===== src/rtl/dvrt_pkg.sv =====
`timescale 1ns / 1ps

package dvrt_pkg;

	localparam int DEST_W    = 4;
	localparam int COST_W    = 24;
	localparam int PORT_W    = 3;
	localparam int PORTS     = 8;
	localparam int NC_W      = 5;
	localparam int SELF_W    = 4;
	localparam int CFG_W     = 5;
	localparam int CFG_IDX_W = 1;
	// Wide enough for any table depth and for the node count.
	localparam int SPAN_W    = 9;

	localparam logic [COST_W-1:0] COST_INF = '1;

	localparam logic [CFG_IDX_W-1:0] CFG_NODE_COUNT = 1'd0;
	localparam logic [CFG_IDX_W-1:0] CFG_SELF_INDEX = 1'd1;

	localparam logic KIND_VECTOR  = 1'b0;
	localparam logic KIND_READOUT = 1'b1;

	typedef struct packed {
		logic [COST_W-1:0] cost;
		logic [PORT_W-1:0] port;
	} dvrt_route_t;

endpackage


===== src/rtl/dvrt_in_if.sv =====
`timescale 1ns / 1ps

interface dvrt_in_if import dvrt_pkg::*; ();
	logic              valid;
	logic              ready;
	logic              kind;
	logic [DEST_W-1:0] destination;
	logic [COST_W-1:0] neighbor_cost;
	logic [COST_W-1:0] link_cost;
	logic [PORT_W-1:0] arrival_port;
	logic              last;

	modport source (
		output valid, kind, destination, neighbor_cost, link_cost, arrival_port, last,
		input  ready
	);
	modport sink (
		input  valid, kind, destination, neighbor_cost, link_cost, arrival_port, last,
		output ready
	);
endinterface


===== src/rtl/dvrt_out_if.sv =====
`timescale 1ns / 1ps

interface dvrt_out_if import dvrt_pkg::*; ();
	logic              valid;
	logic              ready;
	logic [DEST_W-1:0] route_dest;
	logic [COST_W-1:0] route_cost;
	logic [PORT_W-1:0] next_port;
	logic              has_next_hop;
	logic              table_changed;
	logic              end_of_run;

	modport source (
		output valid, route_dest, route_cost, next_port, has_next_hop, table_changed,
		       end_of_run,
		input  ready
	);
	modport sink (
		input  valid, route_dest, route_cost, next_port, has_next_hop, table_changed,
		       end_of_run,
		output ready
	);
endinterface


===== src/rtl/dvrt_store.sv =====
`timescale 1ns / 1ps

module dvrt_store import dvrt_pkg::*; #(
	parameter int NODES = 16,
	parameter int IDX_W = $clog2(NODES)
) (
	input  logic        clk,
	input  logic        arst_n,
	input  logic        rd_en,
	input  logic [IDX_W-1:0] rd_addr,
	output dvrt_route_t rd_data,
	output logic        rd_valid,
	input  logic        wr_en,
	input  logic [IDX_W-1:0] wr_addr,
	input  dvrt_route_t wr_data
);

	dvrt_route_t mem [NODES];
	dvrt_route_t rd_data_q;
	logic [NODES-1:0] vld_q;
	logic rd_vld_q;

	always_ff @(posedge clk) begin
		if (wr_en) begin
			mem[wr_addr] <= wr_data;
		end
		if (rd_en) begin
			rd_data_q <= mem[rd_addr];
		end
	end

	// An entry never written reads as unreachable through its cleared valid bit.
	always_ff @(posedge clk or negedge arst_n) begin
		if (!arst_n) begin
			vld_q    <= '0;
			rd_vld_q <= 1'b0;
		end else begin
			if (wr_en) begin
				vld_q[wr_addr] <= 1'b1;
			end
			if (rd_en) begin
				rd_vld_q <= vld_q[rd_addr];
			end
		end
	end

	assign rd_data  = rd_data_q;
	assign rd_valid = rd_vld_q;

endmodule


===== src/rtl/distance_vector_route_table.sv =====
`timescale 1ns / 1ps

// Distance-vector route table: one cost and next-hop port per destination, kept in a
// synchronous table with one read and one write port. A vector entry is read from the
// table as it is accepted, then compared and written back only when the new cost is
// lower; an entry marked last then hands over its table_changed result in a close step.
// A readout steps through the destinations in use, with a table read and then a
// result transfer for each. Both wait while the result register is full and not taken.
// The table needs no clearing pass after reset.

module distance_vector_route_table import dvrt_pkg::*; #(
	parameter int NODES = 16
) (
	input  logic                 clk,
	input  logic                 arst_n,
	input  logic                 cfg_we,
	input  logic [CFG_IDX_W-1:0] cfg_index,
	input  logic [CFG_W-1:0]     cfg_data,
	dvrt_in_if.sink              entry,
	dvrt_out_if.source           route
);

	localparam int IDX_W = $clog2(NODES);

	typedef enum logic [2:0] {
		ST_IDLE,
		ST_UPDATE,
		ST_CLOSE,
		ST_RD_ISSUE,
		ST_RD_EMIT
	} state_t;

	state_t state_q;
	logic [NC_W-1:0]   node_count_q;
	logic [SELF_W-1:0] self_index_q;
	logic [NC_W-1:0]   cnt_q;
	logic              flag_q;
	logic              out_valid_q;

	logic [DEST_W-1:0] dest_q;
	logic [COST_W-1:0] ncost_q;
	logic [COST_W-1:0] lcost_q;
	logic [PORT_W-1:0] port_q;
	logic              last_q;

	logic [DEST_W-1:0] out_dest_q;
	logic [COST_W-1:0] out_cost_q;
	logic [PORT_W-1:0] out_port_q;
	logic              out_hop_q;
	logic              out_chg_q;
	logic              out_eor_q;

	logic [SPAN_W-1:0] used_n;
	logic              rd_en;
	logic [IDX_W-1:0]  rd_addr;
	dvrt_route_t       rd_data;
	logic              rd_valid;
	logic              wr_en;
	logic [IDX_W-1:0]  wr_addr;
	dvrt_route_t       wr_data;

	logic [COST_W:0]   sum;
	logic [COST_W-1:0] sat_cost;
	logic [COST_W-1:0] cur_cost;
	logic              eligible;
	logic              out_free;
	logic              load_close;
	logic              load_rd;
	logic              is_self;
	logic              rd_last;
	logic [COST_W-1:0] rd_cost;
	logic [PORT_W-1:0] rd_port;

	always_comb begin
		if (node_count_q == '0) begin
			used_n = SPAN_W'(1);
		end else if (SPAN_W'(node_count_q) > SPAN_W'(NODES)) begin
			used_n = SPAN_W'(NODES);
		end else begin
			used_n = SPAN_W'(node_count_q);
		end
	end

	assign entry.ready = (state_q == ST_IDLE);
	assign out_free    = !out_valid_q || route.ready;

	// The table is read at the accept edge so that the update step sees the entry.
	assign rd_en   = (state_q == ST_IDLE && entry.valid) || state_q == ST_RD_ISSUE;
	assign rd_addr = (state_q == ST_RD_ISSUE) ? IDX_W'(SPAN_W'(cnt_q))
	                                          : IDX_W'(SPAN_W'(entry.destination));

	assign sum      = {1'b0, lcost_q} + {1'b0, ncost_q};
	assign sat_cost = sum[COST_W] ? COST_INF : sum[COST_W-1:0];
	assign cur_cost = rd_valid ? rd_data.cost : COST_INF;
	assign eligible = (SPAN_W'(dest_q) < used_n) && (dest_q != self_index_q) &&
	                  (SPAN_W'(port_q) < SPAN_W'(PORTS)) && (ncost_q != COST_INF);

	assign wr_en        = (state_q == ST_UPDATE) && eligible && (sat_cost < cur_cost);
	assign wr_addr      = IDX_W'(SPAN_W'(dest_q));
	assign wr_data.cost = sat_cost;
	assign wr_data.port = port_q;

	assign is_self = (cnt_q == NC_W'(self_index_q));
	assign rd_last = (SPAN_W'(cnt_q) + SPAN_W'(1)) == used_n;
	assign rd_cost = is_self ? '0 : cur_cost;
	assign rd_port = (is_self || !rd_valid) ? '0 : rd_data.port;

	assign load_close = (state_q == ST_CLOSE) && out_free;
	assign load_rd    = (state_q == ST_RD_EMIT) && out_free;

	dvrt_store #(
		.NODES (NODES),
		.IDX_W (IDX_W)
	) u_store (
		.clk      (clk),
		.arst_n   (arst_n),
		.rd_en    (rd_en),
		.rd_addr  (rd_addr),
		.rd_data  (rd_data),
		.rd_valid (rd_valid),
		.wr_en    (wr_en),
		.wr_addr  (wr_addr),
		.wr_data  (wr_data)
	);

	always_ff @(posedge clk or negedge arst_n) begin
		if (!arst_n) begin
			state_q      <= ST_IDLE;
			node_count_q <= NC_W'(16);
			self_index_q <= '0;
			cnt_q        <= '0;
			flag_q       <= 1'b0;
			out_valid_q  <= 1'b0;
		end else begin
			if (cfg_we) begin
				case (cfg_index)
					CFG_NODE_COUNT: node_count_q <= cfg_data;
					CFG_SELF_INDEX: self_index_q <= cfg_data[SELF_W-1:0];
					default: ;
				endcase
			end
			if (load_close || load_rd) begin
				out_valid_q <= 1'b1;
			end else if (route.ready) begin
				out_valid_q <= 1'b0;
			end
			case (state_q)
				ST_IDLE: begin
					if (entry.valid) begin
						cnt_q   <= '0;
						state_q <= (entry.kind == KIND_READOUT) ? ST_RD_ISSUE : ST_UPDATE;
					end
				end
				ST_UPDATE: begin
					flag_q  <= flag_q | wr_en;
					state_q <= last_q ? ST_CLOSE : ST_IDLE;
				end
				ST_CLOSE: begin
					if (out_free) begin
						flag_q  <= 1'b0;
						state_q <= ST_IDLE;
					end
				end
				ST_RD_ISSUE: begin
					state_q <= ST_RD_EMIT;
				end
				ST_RD_EMIT: begin
					if (out_free) begin
						cnt_q   <= cnt_q + NC_W'(1);
						state_q <= rd_last ? ST_IDLE : ST_RD_ISSUE;
					end
				end
				default: state_q <= ST_IDLE;
			endcase
		end
	end

	always_ff @(posedge clk) begin
		if (state_q == ST_IDLE && entry.valid) begin
			dest_q  <= entry.destination;
			ncost_q <= entry.neighbor_cost;
			lcost_q <= entry.link_cost;
			port_q  <= entry.arrival_port;
			last_q  <= entry.last;
		end
		if (load_close) begin
			out_dest_q <= '0;
			out_cost_q <= '0;
			out_port_q <= '0;
			out_hop_q  <= 1'b0;
			out_chg_q  <= flag_q;
			out_eor_q  <= 1'b1;
		end else if (load_rd) begin
			out_dest_q <= cnt_q[DEST_W-1:0];
			out_cost_q <= rd_cost;
			out_port_q <= rd_port;
			out_hop_q  <= !is_self && (rd_cost != COST_INF);
			out_chg_q  <= 1'b0;
			out_eor_q  <= rd_last;
		end
	end

	assign route.valid         = out_valid_q;
	assign route.route_dest    = out_dest_q;
	assign route.route_cost    = out_cost_q;
	assign route.next_port     = out_port_q;
	assign route.has_next_hop  = out_hop_q;
	assign route.table_changed = out_chg_q;
	assign route.end_of_run    = out_eor_q;

endmodule


===== src/flat_wrapper.sv =====
// flat-port wrapper written by rule: the top's interface ports become plain ports
module distance_vector_route_table_flat import dvrt_pkg::*;
#(
	parameter int NODES = 16
)
  (clk, arst_n, cfg_we, cfg_index, cfg_data, entry_valid, entry_kind, entry_destination, entry_neighbor_cost, entry_link_cost, entry_arrival_port, entry_last, entry_ready, route_valid, route_route_dest, route_route_cost, route_next_port, route_has_next_hop, route_table_changed, route_end_of_run, route_ready);
  dvrt_in_if entry_i ();
  dvrt_out_if route_i ();
  input  logic clk;
  input  logic arst_n;
  input  logic cfg_we;
  input  logic [CFG_IDX_W-1:0] cfg_index;
  input  logic [CFG_W-1:0] cfg_data;
  input wire logic [$bits(entry_i.valid)-1:0] entry_valid;
  input wire logic [$bits(entry_i.kind)-1:0] entry_kind;
  input wire logic [$bits(entry_i.destination)-1:0] entry_destination;
  input wire logic [$bits(entry_i.neighbor_cost)-1:0] entry_neighbor_cost;
  input wire logic [$bits(entry_i.link_cost)-1:0] entry_link_cost;
  input wire logic [$bits(entry_i.arrival_port)-1:0] entry_arrival_port;
  input wire logic [$bits(entry_i.last)-1:0] entry_last;
  output wire logic [$bits(entry_i.ready)-1:0] entry_ready;
  output wire logic [$bits(route_i.valid)-1:0] route_valid;
  output wire logic [$bits(route_i.route_dest)-1:0] route_route_dest;
  output wire logic [$bits(route_i.route_cost)-1:0] route_route_cost;
  output wire logic [$bits(route_i.next_port)-1:0] route_next_port;
  output wire logic [$bits(route_i.has_next_hop)-1:0] route_has_next_hop;
  output wire logic [$bits(route_i.table_changed)-1:0] route_table_changed;
  output wire logic [$bits(route_i.end_of_run)-1:0] route_end_of_run;
  input wire logic [$bits(route_i.ready)-1:0] route_ready;
  assign entry_i.valid = entry_valid;
  assign entry_i.kind = entry_kind;
  assign entry_i.destination = entry_destination;
  assign entry_i.neighbor_cost = entry_neighbor_cost;
  assign entry_i.link_cost = entry_link_cost;
  assign entry_i.arrival_port = entry_arrival_port;
  assign entry_i.last = entry_last;
  assign entry_ready = entry_i.ready;
  assign route_valid = route_i.valid;
  assign route_route_dest = route_i.route_dest;
  assign route_route_cost = route_i.route_cost;
  assign route_next_port = route_i.next_port;
  assign route_has_next_hop = route_i.has_next_hop;
  assign route_table_changed = route_i.table_changed;
  assign route_end_of_run = route_i.end_of_run;
  assign route_i.ready = route_ready;
  distance_vector_route_table #(.NODES(NODES)) u_core (.clk(clk), .arst_n(arst_n), .cfg_we(cfg_we), .cfg_index(cfg_index), .cfg_data(cfg_data), .entry(entry_i), .route(route_i));
endmodule

===== config.mk =====
export PLATFORM = sky130hd
export DESIGN_NAME = distance_vector_route_table_flat
export DESIGN_NICKNAME = d
export VERILOG_FILES = /design/src/rtl/dvrt_pkg.sv /design/src/rtl/dvrt_in_if.sv /design/src/rtl/dvrt_out_if.sv /design/src/rtl/dvrt_store.sv /design/src/rtl/distance_vector_route_table.sv /design/src/flat_wrapper.sv
export SDC_FILE = /design/constraint.sdc
export NUM_CORES = 1
export LEC_CHECK = 0
export BUFFER_PORTS_ARGS = -buffer_cell sky130_fd_sc_hd__clkbuf_2
export CAP_MARGIN = 10
export CORE_ASPECT_RATIO = 0.6
export CORE_MARGIN = 3
export CORE_UTILIZATION = 42
export CTS_CLUSTER_DIAMETER = 50
export DETAILED_ROUTE_END_ITERATION = 6
export PLACE_DENSITY = 0.57
export SLEW_MARGIN = 30
export SYNTH_ARGS = -nofsm -noshare
export SYNTH_HDL_FRONTEND = slang
export SYNTH_HIERARCHICAL = 1
export SYNTH_SLANG_ARGS = --single-unit

===== constraint.sdc =====
create_clock -name clk -period 8.5 [get_ports clk]
set_input_delay 1.7 -clock clk [delete_from_list [all_inputs] [get_ports clk]]
set_output_delay 1.7 -clock clk [all_outputs]
set_load 0.05 [all_outputs]

==> qor.txt <==
status - finished clean
largest family of logic cells by synthesized area - multiplexers
startpoint types - register
clock slew at reported path FFs - 0.07 ns
post-synthesis simple-gate area fraction - 4.617%
post-synthesis average cell area - 18.95 um^2
Buffers on Ports - 103
xor and xnor area share after synthesis - 1.211%
Gate Count Post-Synth - 1,260
initial core utilization - 43.28%
R2R depth - 19
Power Dens Cells - 328.1 nW/um^2
reg-to-reg startpoint - u_core/ncost_q[0]$_DFFE_PP_
H-tree levels - 2
final setup margin - 1.540 ns
Cell variety after synth - 68
post-CTS sizing - 0
worst skew pair latency - 0.60 ns
fmax - 143.7 MHz
post-synthesis mux area share - 14.03%
clk_skew - 0.02676 ns
area added between synthesis and finish - 15.67%
initial antenna violation count - 0
Post-CTS Setup Bufs - 0
TritonRoute pass-1 iters - 5
layout cells sized above 1 - 28.54%
EDFF count, synth - 516
via-per-instance ratio - 5.761
min Tclk post-route - 6.960 ns
Synth Area in Compound Gates - 4.198%
syn nets - 1,380
FF+latch count, synth - 585
Iter 0 DRT Violations - 1,368
remaining antenna violation count - 0
Cell Rows - 66
Final period util - 81.88%
Die Area - 59,830 um^2
Ports - 104
Pwr Total - 9059 uW
CTS tree - done
worst vdd ir - 0.1519 mV
CTS Buf Count - 55
register area share after synthesis - 71.45%
CP Max Fanout - 24
GRT Overall Usage - 19.99%
RR Endpoint - u_core/u_store/mem[1][25]$_DFFE_PP_
DR vias - 12,690
CTS Sinks - 585
Total Nets Final - 1,529
setup_tns - 0 ns
Overflow after GRT - 0
Post-Syn Area - 23,870 um^2
Die Span Y - 190.7 um
fin. max-slew vios - 0
placed wire-length estimate - 37,740 um
Finished Layout Cells - 2,202
clock buffer depth - 3
Min-Delay Path Class - reg -> reg
Placed Instances - 2,098
Post-synth ARST share - 6.154%
core footprint - 55,160 um^2
largest net degree at the start of global routing - 73
area share of fa/ha/maj cells after synthesis - 2.757%
Worst-Margin Slew - 0.9177 ns
crit path kind - reg -> reg
Setup-failing EPs final - 0
RePlAce Congestion - 0.8284
wire length per cell - 26.94 um
leakage power - 0.009468 uW
die width - 313.8 um
Arr. time, crit path - 7.19 ns
first-pass GRT wire length - 87,240 um
ys flop type - edfxtp_1
final hold vios - 0
hold buffers post-CTS - 0
max-cap violations - 0
ant diodes - 0
Hold Crit Depth - 1
r2r setup slk - 1.54 ns
CP required - 8.73 ns
fin util - 50.06%
WHS Endpoint - u_core/u_store/vld_q[10]$_DFFE_PN0P_
Total Wirelength - 59,330 um
Max-slew headroom - 38.49%
Residual DRC - 0
Setup crit end kind - register
root buf cell - clkbuf_16
number of global-route vias before repair - 12,610
pre-CTS setup slack - 1.675 ns
hold_sp - u_core/u_store/vld_q[10]$_DFFE_PN0P_
unrepaired setup endpoints after global routing - false
Ys Warns - 6
[metrics by stage]
step | hold slack (ns) | cell area [um^2]
2_1_floorplan | 0.4337 | 23870
3_3_place_gp | 0.4427 | 25350
3_5_place_dp | 0.4538 | 25760
4_1_cts | 0.4706 | 27560
5_1_grt | 0.4858 | 27610
6_report | 0.4664 | 27610
[per-layer routing]
metal  wire length, um  track usage [%]
met5                 0                0
met4               957            4.194
met3              4533            4.214
met2             25740            28.59
met1             28100            31.47
[power by group]
group | switching (uW) | internal (uW) | leakage (uW)
combinational | 1710 | 811 | 0.00324
clock | 1060 | 1400 | 0.000874
sequential | 176 | 3900 | 0.00535
total | 2950 | 6110 | 0.00947
[placed cells by master (no fill, tap or decap), drive strengths merged, types with 3 or more instances in the layout]
cell type    n
edfxtp     516
buf         37
or2         17
nand4       16
nor3        13
o211ai       5
o31ai        4
o21ai       21
ha          51
xor2        13
dfrtp       35
and3         5
inv         36
nand3       13
a31oi        5
nor4         6
a32o         3
mux2i        6
a22o        30
nand3b       4
nor2b        9
dfxtp       33
and2         3
nand2b      34
a21o         7
mux4       139
xnor2       20
clkbuf     174
o21a         5
mux2        14
a21oi       34
a211oi       5
bufinv       5
nand2       48
o21bai       3
o2111ai      3
clkinv      24
nor2        37
[state kept, by name (all words and copies together), names as in the netlist, 3 cells and up]
signal and count:
u_core/route.route_dest 4, u_core/lcost_q 24, u_core/u_store/rd_data 27, u_core/port_q 3, u_core/state_q 3, u_core/dest_q 4, u_core/node_count_q 5, u_core/route.next_port 3
u_core/u_store/mem 432, u_core/route.route_cost 24, u_core/ncost_q 24, u_core/self_index_q 4, u_core/u_store/vld_q 16, u_core/cnt_q 5
[cell type report]
type / instances / area [um^2]
repair buffers: 140 / 1129
fillers: 4611 / 27550
clock inverters: 31 / 295.3
flip-flops and latches: 585 / 17060
clock buffers: 71 / 1499
inverters: 35 / 131.4
multi-input cells: 592 / 6565
well taps: 748 / 935.9
[how the worst max path moves through the flow]
| stage | from | to | slack (ns) | depth (start not counted) |
|---|---|---|---|---|
| after floorplan | u_core/ncost_q[0]$_DFFE_PP_ | u_core/u_store/mem[0][0]$_DFFE_PP_ | 1.30 | 19 |
| after global placement | u_core/ncost_q[0]$_DFFE_PP_ | u_core/u_store/mem[4][8]$_DFFE_PP_ | 1.68 | 18 |
| after detailed placement | u_core/ncost_q[0]$_DFFE_PP_ | u_core/u_store/mem[1][16]$_DFFE_PP_ | 1.68 | 19 |
| after CTS | u_core/ncost_q[0]$_DFFE_PP_ | u_core/u_store/mem[1][13]$_DFFE_PP_ | 1.64 | 19 |
| after global routing | u_core/ncost_q[0]$_DFFE_PP_ | u_core/u_store/mem[1][13]$_DFFE_PP_ | 1.20 | 19 |
| final | u_core/ncost_q[0]$_DFFE_PP_ | u_core/u_store/mem[1][25]$_DFFE_PP_ | 1.54 | 19 |
[critical path: stages (launching register included)]
cell and delay [ns]:
edfxtp_1 0.40, ha_1 0.25, fa_1 0.42, a21o_1 0.21, a221oi_2 0.43, a211o_1 0.24, and3_4 0.22, o31a_4 0.37
nand2_1 0.44, ha_1 0.45, a21oi_1 0.14, nor2_1 0.05, a211oi_1 0.28, o211ai_1 0.12, or3_1 0.41, nor4_2 0.27
or2_1 0.21, nand3b_1 0.31, nor3_2 0.75, buf_4 0.57
[cells by family after synthesis]
family / after synthesis
buffers and inverters: 83
xor gates and xnor gates: 33
DFF: 585
adders and majority gates: 52
AOI/OAI and AO/OA: 137
muxes: 159
and+or+nand+nor: 211
[synthesized netlist by cell type, types with 19 or more instances]
cell	count	area, um^2
dfxtp_1	33	660.6
inv_1	35	131.4
ha_1	51	638.1
a21oi_1	34	170.2
edfxtp_1	516	15490
nor2_1	37	138.9
xnor2_1	20	175.2
a22o_1	30	262.8
mux4_2	139	3131
nand2b_1	34	212.7
dfrtp_1	35	875.8
buf_2	19	95.09
nand2_1	48	180.2
No activity file was read; power rests on OpenSTA's default activity.
